--- src/rtl/mfr_pkg.sv ---
// Shared types, codes and sizes of the multichannel fragment reassembler.
`default_nettype none
package mfr_pkg;

	// Default sizes handed to the top level parameters.
	localparam int NUM_CHANNELS_DEF      = 8;
	localparam int MAX_MESSAGE_BYTES_DEF = 4096;

	// Depth of the request queue between front and back, and of the result queue.
	localparam int QUEUE_DEPTH = 4;
	localparam int OUT_DEPTH   = 4;
	localparam int OUT_CNT_W   = $clog2(OUT_DEPTH + 1);

	// Most requests that can be inside the block at once.
	localparam int MAX_PENDING = 1 + QUEUE_DEPTH + 1 + OUT_DEPTH;

	// Fragment kinds; any code with the top bit set is unknown.
	localparam logic [2:0] FK_SINGLE = 3'd0;
	localparam logic [2:0] FK_FIRST  = 3'd1;
	localparam logic [2:0] FK_CONT   = 3'd2;
	localparam logic [2:0] FK_LAST   = 3'd3;

	// Request actions.
	localparam logic ACT_FRAG = 1'b0;
	localparam logic ACT_READ = 1'b1;

	// Result kinds.
	typedef enum logic [1:0] {
		RK_PASS = 2'd0,
		RK_DONE = 2'd1,
		RK_ERR  = 2'd2,
		RK_READ = 2'd3
	} result_kind_t;

	// A classified request as it travels from the front to the back.
	typedef struct packed {
		logic        action;
		logic [7:0]  chan;
		logic        chan_ok;
		logic [2:0]  frag_kind;
		logic [7:0]  payload_byte;
		logic        frag_end;
		logic [11:0] read_offset;
		logic        offset_ok;
	} item_t;

	// One result as it waits in the output queue.
	typedef struct packed {
		logic [1:0]  result_kind;
		logic [7:0]  out_chan;
		logic [7:0]  out_byte;
		logic [12:0] message_length;
		logic        message_end;
	} rsp_t;

endpackage
`default_nettype wire

--- src/rtl/mfr_if.sv ---
// Request and result channel interfaces of the fragment reassembler.
`default_nettype none
interface mfr_req_if;
	logic        valid;
	logic        ready;
	logic        action;
	logic [7:0]  chan;
	logic [2:0]  frag_kind;
	logic [7:0]  payload_byte;
	logic        frag_end;
	logic [11:0] read_offset;

	modport source (output valid, action, chan, frag_kind, payload_byte, frag_end,
		read_offset, input ready);
	modport sink (input valid, action, chan, frag_kind, payload_byte, frag_end,
		read_offset, output ready);
endinterface

`default_nettype wire

--- src/rtl/mfr_front.sv ---
// Front end: takes requests, checks channel and offset range, and registers them.
`default_nettype none
module mfr_front #(
	parameter int NUM_CHANNELS      = 8,
	parameter int MAX_MESSAGE_BYTES = 4096
) (
	input  wire logic           clk,
	input  wire logic           arst_n,
	mfr_req_if.sink             req,
	output logic                item_valid,
	input  wire logic           item_ready,
	output mfr_pkg::item_t      item
);
	import mfr_pkg::*;

	logic  valid_s1;
	item_t item_s1;
	logic  accept;

	assign req.ready  = !valid_s1 || item_ready;
	assign accept     = req.valid && req.ready;
	assign item_valid = valid_s1;
	assign item       = item_s1;

	// Stage valid.
	always_ff @(posedge clk or negedge arst_n) begin
		if (!arst_n) begin
			valid_s1 <= 1'b0;
		end else begin
			valid_s1 <= accept || (valid_s1 && !item_ready);
		end
	end

	// Classify the request while registering it.
	always_ff @(posedge clk) begin
		if (accept) begin
			item_s1.action       <= req.action;
			item_s1.chan         <= req.chan;
			item_s1.chan_ok      <= (32'(req.chan) < 32'(NUM_CHANNELS));
			item_s1.frag_kind    <= req.frag_kind;
			item_s1.payload_byte <= req.payload_byte;
			item_s1.frag_end     <= req.frag_end;
			item_s1.read_offset  <= req.read_offset;
			item_s1.offset_ok    <= (32'(req.read_offset) < 32'(MAX_MESSAGE_BYTES));
		end
	end
endmodule
`default_nettype wire

--- src/flat_wrapper.sv ---
// flat-port wrapper written by rule: the top's interface ports become plain ports
module mfr_front_flat import mfr_pkg::*;
#(
	parameter int NUM_CHANNELS      = 8,
	parameter int MAX_MESSAGE_BYTES = 4096
)
  (clk, arst_n, item_valid, item_ready, item, req_valid, req_action, req_chan, req_frag_kind, req_payload_byte, req_frag_end, req_read_offset, req_ready);
  mfr_req_if req_i ();
  input  wire logic clk;
  input  wire logic arst_n;
  output logic item_valid;
  input  wire logic item_ready;
  output mfr_pkg::item_t item;
  input wire logic [$bits(req_i.valid)-1:0] req_valid;
  input wire logic [$bits(req_i.action)-1:0] req_action;
  input wire logic [$bits(req_i.chan)-1:0] req_chan;
  input wire logic [$bits(req_i.frag_kind)-1:0] req_frag_kind;
  input wire logic [$bits(req_i.payload_byte)-1:0] req_payload_byte;
  input wire logic [$bits(req_i.frag_end)-1:0] req_frag_end;
  input wire logic [$bits(req_i.read_offset)-1:0] req_read_offset;
  output wire logic [$bits(req_i.ready)-1:0] req_ready;
  assign req_i.valid = req_valid;
  assign req_i.action = req_action;
  assign req_i.chan = req_chan;
  assign req_i.frag_kind = req_frag_kind;
  assign req_i.payload_byte = req_payload_byte;
  assign req_i.frag_end = req_frag_end;
  assign req_i.read_offset = req_read_offset;
  assign req_ready = req_i.ready;
  mfr_front #(.NUM_CHANNELS(NUM_CHANNELS), .MAX_MESSAGE_BYTES(MAX_MESSAGE_BYTES)) u_core (.clk(clk), .arst_n(arst_n), .req(req_i), .item_valid(item_valid), .item_ready(item_ready), .item(item));
endmodule
--- config.mk ---
export PLATFORM = sky130hd
export DESIGN_NAME = mfr_front_flat
export DESIGN_NICKNAME = d
export VERILOG_FILES = /design/src/rtl/mfr_pkg.sv /design/src/rtl/mfr_if.sv /design/src/rtl/mfr_front.sv /design/src/flat_wrapper.sv
export SDC_FILE = /design/constraint.sdc
export NUM_CORES = 1
export LEC_CHECK = 0
export BUFFER_PORTS_ARGS = -buffer_cell sky130_fd_sc_hd__clkbuf_2
export CORE_UTILIZATION = 43
export DETAILED_ROUTE_END_ITERATION = 16
export PLACE_DENSITY = 0.83
export SLEW_MARGIN = 20
export SYNTH_ARGS = -nofsm -noshare
export SYNTH_HDL_FRONTEND = slang
export SYNTH_SLANG_ARGS = --single-unit
--- constraint.sdc ---
create_clock -name clk -period 4.6 [get_ports clk]
set_input_delay 0.23 -clock clk [delete_from_list [all_inputs] [get_ports clk]]
set_output_delay 0.23 -clock clk [all_outputs]
set_load 0.01 [all_outputs]
==> impl_metrics.toml <==
[status]
status = "finished clean"

[logic_synthesis]
yosysWarnings = 0
ys_seq_area_share_pct = 96.2
avgSynthCellArea_um2 = 25.9
ys_seq_elements = 35
async_flop_share_pct = 2.86
mappedNetlistArea_um2 = 1090
synthesis.nets = 79
synth_flop_cell = "edfxtp_1"
synth_top_area_cell = "edfxtp_1"
synth_commonest_cells = "34 x edfxtp_1, 2 x nand2b_1"
ys_types = 8
synth_most_common_cell = "edfxtp_1"
synthCells = 42
synth_edf_count = 34
yosys-top-cells-area = "edfxtp_1 94%, dfrtp_1 2.3%, nand2b_1 1.2%, buf_4 0.69%, or4_1 0.69%"
netlist.area_leader.share_pct = 93.9

[clocking]
cts_tree = "done"
cts_root_buf = "clkbuf_4"
clock_path_buffers = 2
cts-htree-levels = 2
numCtsBuffers = 5
clkLatencyLatePin_ns = 0.32
clock-sinks = 35
cts.reportedPaths.clkPinSlew_ns = 0.09

[worst_setup_path]
path_cells = "nand2b_1 -> and2_1 -> buf_4"
rrSetupSlack_ns = 3.22
cp_top_family = "flip-flops"
cp.required_ns = 4.58
startpoint = "u_core.item_valid$_DFF_PN0_"
slowest_delay_ns = 0.40
cp.arrival_ns = 1.35
ff2ff_path_depth = 3
timing.rr.end = "u_core.item[23]$_DFFE_PP_"
crit_end = "u_core.item[23]$_DFFE_PP_"
critical_path_depth = 3
crit_buf_inv = 1
cp-start-kind = "flip-flop"
path_class = "reg -> reg"
end_kind = "flip-flop"
cpMaxStageDelayCell = "dfrtp_1"
r2r-start = "u_core.item_valid$_DFF_PN0_"
cp_max_fo = 34

[die]
rows = 17
fp.dieArea_um2 = 2730
coreArea_um2 = 2300
io_pins = 74
die_w_um = 52.3
die_h_um = 52.3
initial_utilization_pct = 47.3

[drt]
firstDrtPassIters = 4
via_count = 690
wl_per_cell_um = 14.1
wirelength_um = 2140
drtAntennaViolNets = 0
avgViaCountPerCell = 4.57
drt_iter0_markers = 2
drc_errors = 0

[final_layout]
antennaDiodeCount = 0
fin_area_um2 = 1540
drive_gt1_share_pct = 63.4
nets = 159
final_util_pct = 67.1
synthToLayoutAreaGrowth_pct = 41.8
num-fill-cells = 162

[global_routing]
antenna_found_initial = 0
grt.total_usage_pct = 18.3
grt_pass1_vias = 708
overflow = 0
grt_max_degree = 35
grt_pass1_wl_um = 3300

[timing]
hold_ws_ns = 0.0732
slew_viol_final = 0
fin_crit_ns = 1.38
layout_worst_path_cycle_share_pct = 29.9
rsz0062_at_grt = "no"
tns_ns = 0
max_clock_freq_mhz = 727
setup_violations = 0
hold_viol = 0
clock_skew_ns = 0.00820
fin_ws_ns = 3.22

[flow_run]
drv_cap = 0

[power_and_ir_drop]
vdd_drop_max_mv = 0.279
cellLeakagePower_nw = 0.684
powerDensity_nw_per_um2 = 374

[min_path]
hold_path.class = "in -> reg"

[placed_design]
io_buffers = 72
dpl_cell_area_um2 = 1480
gp_congestion = 0.660
pre_cts_ws_ns = 3.24
==> state kept, by name, indices dropped and copies added (netlist names) <==
| name | count |
|---|---|
| u_core.item_valid | 1 |
| u_core.item | 34 |
==> cells in the final DEF (no fill, tap or decap) <==
cell	n
nand2b_1	2
clkbuf_2	72
dfrtp_1	1
nor2_1	1
edfxtp_1	34
buf_4	1
clkbuf_1	3
and2_1	1
or4_1	1
conb_1	1
dlygate4sd3_1	1
clkbuf_4	5
==> repair_timing <==
action / in CTS / in global routing
hold buffers: 1 / 0
hold endpoints to repair: 1 / 0
gates resized for setup: 0 / 0
buffers inserted: 0 / 0
setup endpoints to repair: 0 / 0
==> power by group <==
group	internal, W	switching, W
sequential	0.000370	0.00000492
clock	0.0000609	0.0000889
combinational	0.0000235	0.0000278
total	0.000455	0.000122
==> how the worst min path moves through the flow <==
stage | slack (ns) | start | cells past startpoint | to
after floorplan | -0.07 | arst_n | 0 | u_core.item_valid$_DFF_PN0_
after global placement | 0.006 | arst_n | 1 | u_core.item_valid$_DFF_PN0_
after detailed placement | 0.006 | arst_n | 1 | u_core.item_valid$_DFF_PN0_
after CTS | 0.06 | req_frag_kind[0] | 1 | u_core.item[22]$_DFFE_PP_
after global routing | 0.05 | req_action | 1 | u_core.item[34]$_DFFE_PP_
final | 0.07 | req_read_offset[10] | 1 | u_core.item[11]$_DFFE_PP_
==> final cells by class <==
class / instances / area (µm²) / area share [%]
sequential: 35 / 1050 / 67.9
timing repair buffer: 74 / 378 / 24.5
clock buffer: 8 / 48.8 / 3.17
tap: 28 / 35.0 / 2.27
multi-input combinational: 6 / 33.8 / 2.19
==> kinds of logic after synthesis <==
| family | after synthesis | synth area share, % |
|---|---|---|
| DFF | 35 | 96.2 |
| and+or+nand+nor | 5 | 2.76 |
| other | 1 | 0.345 |
| buffers and inverters | 1 | 0.691 |
==> metal layers <==
layer	part of all wire [%]	wire, µm	track usage, %
met1	37	784	19.0
met2	49	1040	30.8
met3	13	274	8.12
met4	1.8	39	9.21
met5	0	0	0
==> worst reg2reg max path, cell delays in order, from the launching register on <==
cell and delay (ns):
dfrtp_1 0.40, nand2b_1 0.11, and2_1 0.14, buf_4 0.37
==> through the flow <==
step	std cells	total power, W
2_1_floorplan	42	0.000400
3_3_place_gp	142	0.000431
3_5_place_dp	142	0.000434
4_1_cts	151	0.000585
5_1_grt	151	0.000602
6_report	151	0.000576
Power figures use the tool's default switching activity.
