[src/rtl/mfr_fifo.sv]
// Small synchronous FIFO used for the request queue and the result queue.
`default_nettype none
module mfr_fifo #(
	parameter int WIDTH = 32,
	parameter int DEPTH = 4
) (
	input  wire logic                         clk,
	input  wire logic                         arst_n,
	input  wire logic                         push_valid,
	output logic                              push_ready,
	input  wire logic [WIDTH-1:0]             push_data,
	output logic                              pop_valid,
	input  wire logic                         pop_ready,
	output logic [WIDTH-1:0]                  pop_data,
	output logic [$clog2(DEPTH+1)-1:0]        count
);
	localparam int PW = (DEPTH > 1) ? $clog2(DEPTH) : 1;
	localparam int CW = $clog2(DEPTH + 1);

	logic [WIDTH-1:0] mem_q [DEPTH];
	logic [PW-1:0]    wr_ptr_q;
	logic [PW-1:0]    rd_ptr_q;
	logic [CW-1:0]    count_q;
	logic             do_push;
	logic             do_pop;

	// Handshakes on both sides.
	assign push_ready = (32'(count_q) < 32'(DEPTH));
	assign pop_valid  = (count_q != '0);
	assign pop_data   = mem_q[rd_ptr_q];
	assign count      = count_q;
	assign do_push    = push_valid && push_ready;
	assign do_pop     = pop_valid && pop_ready;

	// Pointers and fill count.
	always_ff @(posedge clk or negedge arst_n) begin
		if (!arst_n) begin
			wr_ptr_q <= '0;
			rd_ptr_q <= '0;
			count_q  <= '0;
		end else begin
			if (do_push) begin
				wr_ptr_q <= (wr_ptr_q == PW'(DEPTH - 1)) ? '0 : wr_ptr_q + 1'b1;
			end
			if (do_pop) begin
				rd_ptr_q <= (rd_ptr_q == PW'(DEPTH - 1)) ? '0 : rd_ptr_q + 1'b1;
			end
			if (do_push && !do_pop) begin
				count_q <= count_q + 1'b1;
			end else if (do_pop && !do_push) begin
				count_q <= count_q - 1'b1;
			end
		end
	end

	// Entry storage.
	always_ff @(posedge clk) begin
		if (do_push) begin
			mem_q[wr_ptr_q] <= push_data;
		end
	end
endmodule
`default_nettype wire

[config.mk]
export PLATFORM = sky130hd
export DESIGN_NAME = mfr_fifo
export DESIGN_NICKNAME = d
export VERILOG_FILES = /design/src/rtl/mfr_fifo.sv
export SDC_FILE = /design/constraint.sdc
export NUM_CORES = 1
export LEC_CHECK = 0
export ABC_AREA = 1
export BUFFER_PORTS_ARGS = -buffer_cell sky130_fd_sc_hd__clkbuf_2
export CORE_UTILIZATION = 55
export DETAILED_ROUTE_END_ITERATION = 7
export PLACE_DENSITY = 0.75
export SLEW_MARGIN = 25
export SYNTH_ARGS = -nofsm -noshare
export SYNTH_HDL_FRONTEND = slang
export SYNTH_SLANG_ARGS = --single-unit
export TNS_END_PERCENT = 20
[constraint.sdc]
create_clock -name clk -period 3.21 [get_ports clk]
set_input_delay 0.963 -clock clk [delete_from_list [all_inputs] [get_ports clk]]
set_output_delay 0.963 -clock clk [all_outputs]
set_load 0.05 [all_outputs]
==> results.cfg, run 1 <==
[global_route]
grt_usage_pct = 20.4
grt_pass1_vias = 3284
grt_pass1_wl_mm = 15.3
antenna_found_initial = 0
grt_max_degree = 64
gr-total-overflow = 0

[sta]
slew_violations = 0
rsz0062_at_grt = no
skew_ns = 0.00781
max_freq_ghz = 0.337
setup_viol = 0
worst_slew_pin_slew_ns = 0.652
setup-tns-final_ns = 0
maxSlewHeadroom_pct = 56.5
hold_violations = 0
period_needed_ns = 2.96
finalCritPeriodShare_pct = 92.3

[pwr]
ir_drop_uv = 594
p_sw_uw = 3060
share_comb_of_total_power_pct = 40.6
powerDensity_nw_per_um2 = 1080
switching_share_pct = 43.1
p_clk_share_pct = 25.5
power_frac_seq_pct = 33.9
p_int_uw = 4040
p_leak_uw = 0.00269

[cells_and_area]
final-seq-area_sq_um = 4020
final_nets = 550
postLayoutCoreUtil_pct = 68.1
drive_gt1_share_pct = 23.1
antenna_cells = 0
area_growth_pct = 20.6
n_fill_cell = 685
multi_input_area_sq_um = 1090

[worst_setup_path]
cp.depth = 4
worst_setup_path_end_kind = output port
crit_chain = inv_2 > o211ai_1 > nand2_1 > clkbuf_2
rr_endpoint = count[2]
path_buf_inv = 2
critPathMaxStageDelay_ns = 0.49
crit_arrival_ns = 2.00
reg2reg_slack_ns = 1.25
rr_startpoint = count[2]
crit_slowest_cell = inv_2
cp-start-kind = flop
critical_path.top_delay_family = buffers and inverters
crit_type = flop to output port
cp-endpoint = pop_data[20]
critPathMaxFanout = 32
startpoint = rd_ptr_q[1]
cp.required_ns = 2.25
worstRegToRegCells = 10

[clock_network]
hold_buffers = 0
cts-root-buf = clkbuf_8
clkLatencyLatePin_ns = 0.51
clk_path_buf_depth = 2
ctsHtreeMaxLevel = 4
cts_tree = done
cts_resized = 0
cts_made_buffers = 17
cts.sink_count = 135
path_clk_slew_ns = 0.06

[die]
rows = 36
start_util_pct = 56.5
die-height_um = 102
core_area_sq_um = 9680
io_pins = 73
die_width_um = 102
dieArea_sq_um = 10300

[route]
route.vias.total = 3337
avgViaCountPerCell = 5.12
route.detailed.drc = 0
ant_nets = 0
dr.pass1.iters = 4
wire_per_inst_um = 15.1
wl_mm = 9.87
first_iter_violations = 129

[yosys]
synth_ff_type = edfxtp_1
synth_seq_area_share_pct = 73.5
avgSynthCellArea_sq_um = 12.8
synthArstFlopShare_pct = 5.19
synth.top_cells.by_area = edfxtp_1 70%, o211ai_1 8.8%, nand2_1 7.6%
ys_warn_count = 0
synth_area_leader_cell = edfxtp_1
ys_ff_latch = 135
synth.most_common_cell = edfxtp_1
synth_common_cells = 128 x edfxtp_1, 111 x nand2_1, 73 x inv_1
postSynthCellCount = 428
syn-num-nets = 471
yosysUniqueCellTypes = 16
synth_edf_count = 128
netlist.area_leader.share_pct = 70.3
synth_area_sq_um = 5470

[outcome]
status = complete, no violations

[hold_path]
hold_path.class = primary input to async pin

[placement]
portBuffers = 72
gp_congestion = 0.853
dp_hpwl_mm = 5.75

[run]
max_cap_viol_count = 0
[power groups by stage]
stage	clock (uW)	sequential [uW]	combinational [uW]
floorplan	0	2440	2200
global placement	0	2470	2780
detailed placement	0	2480	2830
CTS	1840	2450	2840
global route	1900	2440	3110
finish	1810	2410	2880
[stage by stage]
| stage | instances | cell area [sq um] | setup slack [ns] | total power [uW] | hold slack [ns] |
|---|---|---|---|---|---|
| 3_3_place_gp | 620 | 6010 | 0.637 | 5250 | 0.500 |
| 5_1_grt | 652 | 6590 | 0.0880 | 7460 | 0.283 |
| 3_5_place_dp | 620 | 6010 | 0.600 | 5320 | 0.513 |
| 2_1_floorplan | 428 | 5470 | 0.333 | 4630 | 0.580 |
| 4_1_cts | 651 | 6570 | 0.0575 | 7130 | 0.275 |
| 6_report | 652 | 6590 | 0.247 | 7110 | 0.283 |
[worst min path at each step]
stage	from	to	slack, ns	depth (start not counted)
after floorplan	wr_ptr_q[1]	wr_ptr_q[1]	0.58	2
after detailed placement	count[2]	count[2]	0.51	2
after global routing	arst_n	count[0]	0.28	1
after CTS	arst_n	count[0]	0.28	1
final	arst_n	count[0]	0.28	1
after global placement	count[2]	count[2]	0.50	2
[layout make-up]
class / count / area share [%]
clock buffers: 17 / 6.28
clock inverters: 14 / 2.28
inverters: 76 / 4.33
multi-input cells: 196 / 16.5
flip-flops and latches: 135 / 61.0
well taps: 133 / 2.52
repair buffers: 81 / 7.06
[cells by family after synthesis]
logic type                 share of synthesized area, %
AOI/OAI and AO/OA                                  8.97
DFF                                                73.5
adders and majority gates                          1.74
buffers and inverters                              7.14
xor gates and xnor gates                          0.160
and+or+nand+nor                                    8.51
[repair_timing]
item / CTS / global route
hold endpoints to repair: 0 / 0
setup endpoints to repair: 0 / 13
setup buffers: 0 / 1
[cell usage in the layout (no fill, tap or decap)]
cell,instances
nand4_1,1
inv_6,3
edfxtp_1,128
clkinv_4,3
fa_1,1
dfrtp_4,1
inv_2,3
o21ai_0,2
clkbuf_2,72
buf_12,3
clkinv_2,3
nand2_1,111
xnor2_1,1
dfrtp_1,6
nand3_1,4
o211ai_1,64
clkinvlp_4,3
buf_4,6
clkbuf_8,1
clkbuf_16,16
bufinv_16,2
ha_1,6
nor2_4,4
nor2_1,2
inv_1,73
[per-layer routing]
metal  vias up  track usage, %  part of all wire (%)
met1      1631            24.0                    42
met3         9            4.69                   3.4
met5         -               0                     0
met2        65            35.6                    53
li1       1632               -                     -
met4         0            9.25                   1.2
[state kept, by name, summed over array words and instances, names as in the netlist]
signal	cells
count	3
mem_q	128
rd_ptr_q	2
wr_ptr_q	2
Power figures use the tool's default switching activity.
==> inputs of run 2 (changes only) <==
- CELL_PAD_IN_SITES_DETAIL_PLACEMENT: unset -> 0
- CELL_PAD_IN_SITES_GLOBAL_PLACEMENT: unset -> 1
- CORE_UTILIZATION: 55 -> 30
- PLACE_DENSITY: 0.75 -> 0.53
==> run 2 against run 1 <==
Effect of this change: die area increased by 81%; combinational power increased by 2%; first-iteration DRC count increased by 18%; sequential share of layout area decreased by 1.6 points; largest power group unchanged; wire length increased by 13%.
==> results.cfg, run 2 (synthesis gave the netlist of run 1 again) <==
[global_route]
gr-total-overflow = 0
grt_pass1_vias = 3198
grt_pass1_wl_mm = 17.1
grt_usage_pct = 12.8
grt_max_degree = 57
antenna_found_initial = 1

[die]
core_area_sq_um = 17900
io_pins = 73
dieArea_sq_um = 18800
die-height_um = 137
start_util_pct = 30.5
rows = 49
die_width_um = 137

[clock_network]
cts_made_buffers = 17
path_clk_slew_ns = 0.06
ctsHtreeMaxLevel = 4
clk_path_buf_depth = 2
cts_tree = done
cts-root-buf = clkbuf_16
cts.sink_count = 135
clkLatencyLatePin_ns = 0.41
hold_buffers = 0

[sta]
setup-tns-final_ns = 0
max_freq_ghz = 0.344
setup_viol = 0
period_needed_ns = 2.91
rsz0062_at_grt = no
maxSlewHeadroom_pct = 67.3
holdWs_ns = 0.394
finalCritPeriodShare_pct = 90.5
skew_ns = 0.00781
slew_violations = 0
worst_slew_pin_slew_ns = 0.490
layout_setup_ws_ns = 0.305
hold_violations = 0

[worst_setup_path]
cp.required_ns = 2.25
critPathMaxFanout = 21
worst_setup_path_end_kind = output port
reg2reg_slack_ns = 1.26
crit_type = flop to output port
rr_endpoint = count[2]
worstRegToRegCells = 10
rr_startpoint = count[2]
cp-start-kind = flop
crit_arrival_ns = 1.94

[pwr]
powerDensity_nw_per_um2 = 1070
ir_drop_uv = 551
p_leak_uw = 0.00271

[cells_and_area]
postLayoutCoreUtil_pct = 37.9
n_fill_cell = 1706
final_cell_mix = 128 x edfxtp_1, 111 x nand2_1, 73 x inv_1
area_growth_pct = 23.9
final_nets = 552
final_common_cell = edfxtp_1
largest_register = mem_q
largest_reg_flops = 128
fin_cells = 752
drive_gt1_share_pct = 23.0

[outcome]
status = complete, no violations

[placement]
post-place-ws_ns = 0.537
dp_hpwl_mm = 6.65
portBuffers = 72
gp_congestion = 0.668
place_inst = 718

[route]
wl_mm = 11.2
ant_nets = 0
route.vias.total = 3274
first_iter_violations = 152
dr.pass1.iters = 4
avgViaCountPerCell = 4.35
wire_per_inst_um = 14.9
route.detailed.drc = 0

[run]
max_cap_viol_count = 0

[hold_path]
hold_path.class = primary input to async pin
-- run 2: cell types whose count changed in the layout (fill, tap and decap cells not counted), sizes merged --
cell | previous run | this run
buf | 9 | 11
clkinv | 6 | 7
inv | 79 | 77
clkinvlp | 3 | 4
diode | 0 | 1
bufinv | 2 | 3
-- run 2: per-stage QoR --
stage	power [uW]	area, sq um
after floorplan	4630	5470
after global routing	7670	6780
after detailed placement	5410	6170
final	7250	6780
after global placement	5390	6170
after CTS	7330	6760
-- run 2: worst max-delay path: stages, from the launching register on --
cell	delay [ns]
dfrtp_2	0.40
inv_2	0.37
buf_4	0.28
o211ai_1	0.12
nand2_1	0.09
clkbuf_2	0.27
-- run 2: worst max-delay path by stage --
stage	startpoint	slack, ns	to	cells after the start
2_1_floorplan	push_valid	0.33	mem_q[0][0]	2
3_3_place_gp	rd_ptr_q[0]	0.59	pop_data[7]	4
3_5_place_dp	rd_ptr_q[0]	0.54	pop_data[0]	5
4_1_cts	rd_ptr_q[0]	0.1	pop_data[0]	5
5_1_grt	rd_ptr_q[1]	0.15	pop_data[20]	5
6_report	rd_ptr_q[1]	0.30	pop_data[20]	5
-- run 2: metal layers --
| metal | vias up | share of wire [%] | GRT usage (%) |
|---|---|---|---|
| met1 | 1565 | 45 | 15.4 |
| met3 | 17 | 4.1 | 4.30 |
| met4 | 0 | 1.6 | 5.31 |
| met5 | - | 0 | 0 |
| li1 | 1638 | - | - |
| met2 | 54 | 50 | 21.0 |
-- run 2: area by class of cell --
| type | count | area, sq um | share of cell area, % |
|---|---|---|---|
| Clock buffer | 17 | 425 | 6.28 |
| Tap cell | 229 | 287 | 4.23 |
| Timing Repair Buffer | 83 | 505 | 7.46 |
| Sequential cell | 135 | 4020 | 59.4 |
| Inverter | 76 | 285 | 4.21 |
| Clock inverter | 15 | 159 | 2.34 |
| Multi-Input combinational cell | 196 | 1090 | 16.1 |
| Antenna cell | 1 | 2.50 | 0.0369 |
-- run 2: power breakdown --
group	total (uW)	switching [uW]	internal [uW]
registers	2400	149	2250
clock network	1900	696	1210
logic	2950	2240	709
-- run 2: timing repair --
action | 4_1_cts | 5_1_grt
gates resized for setup | 0 | 0
buffers inserted | 0 | 1
setup endpoints to repair | 0 | 4
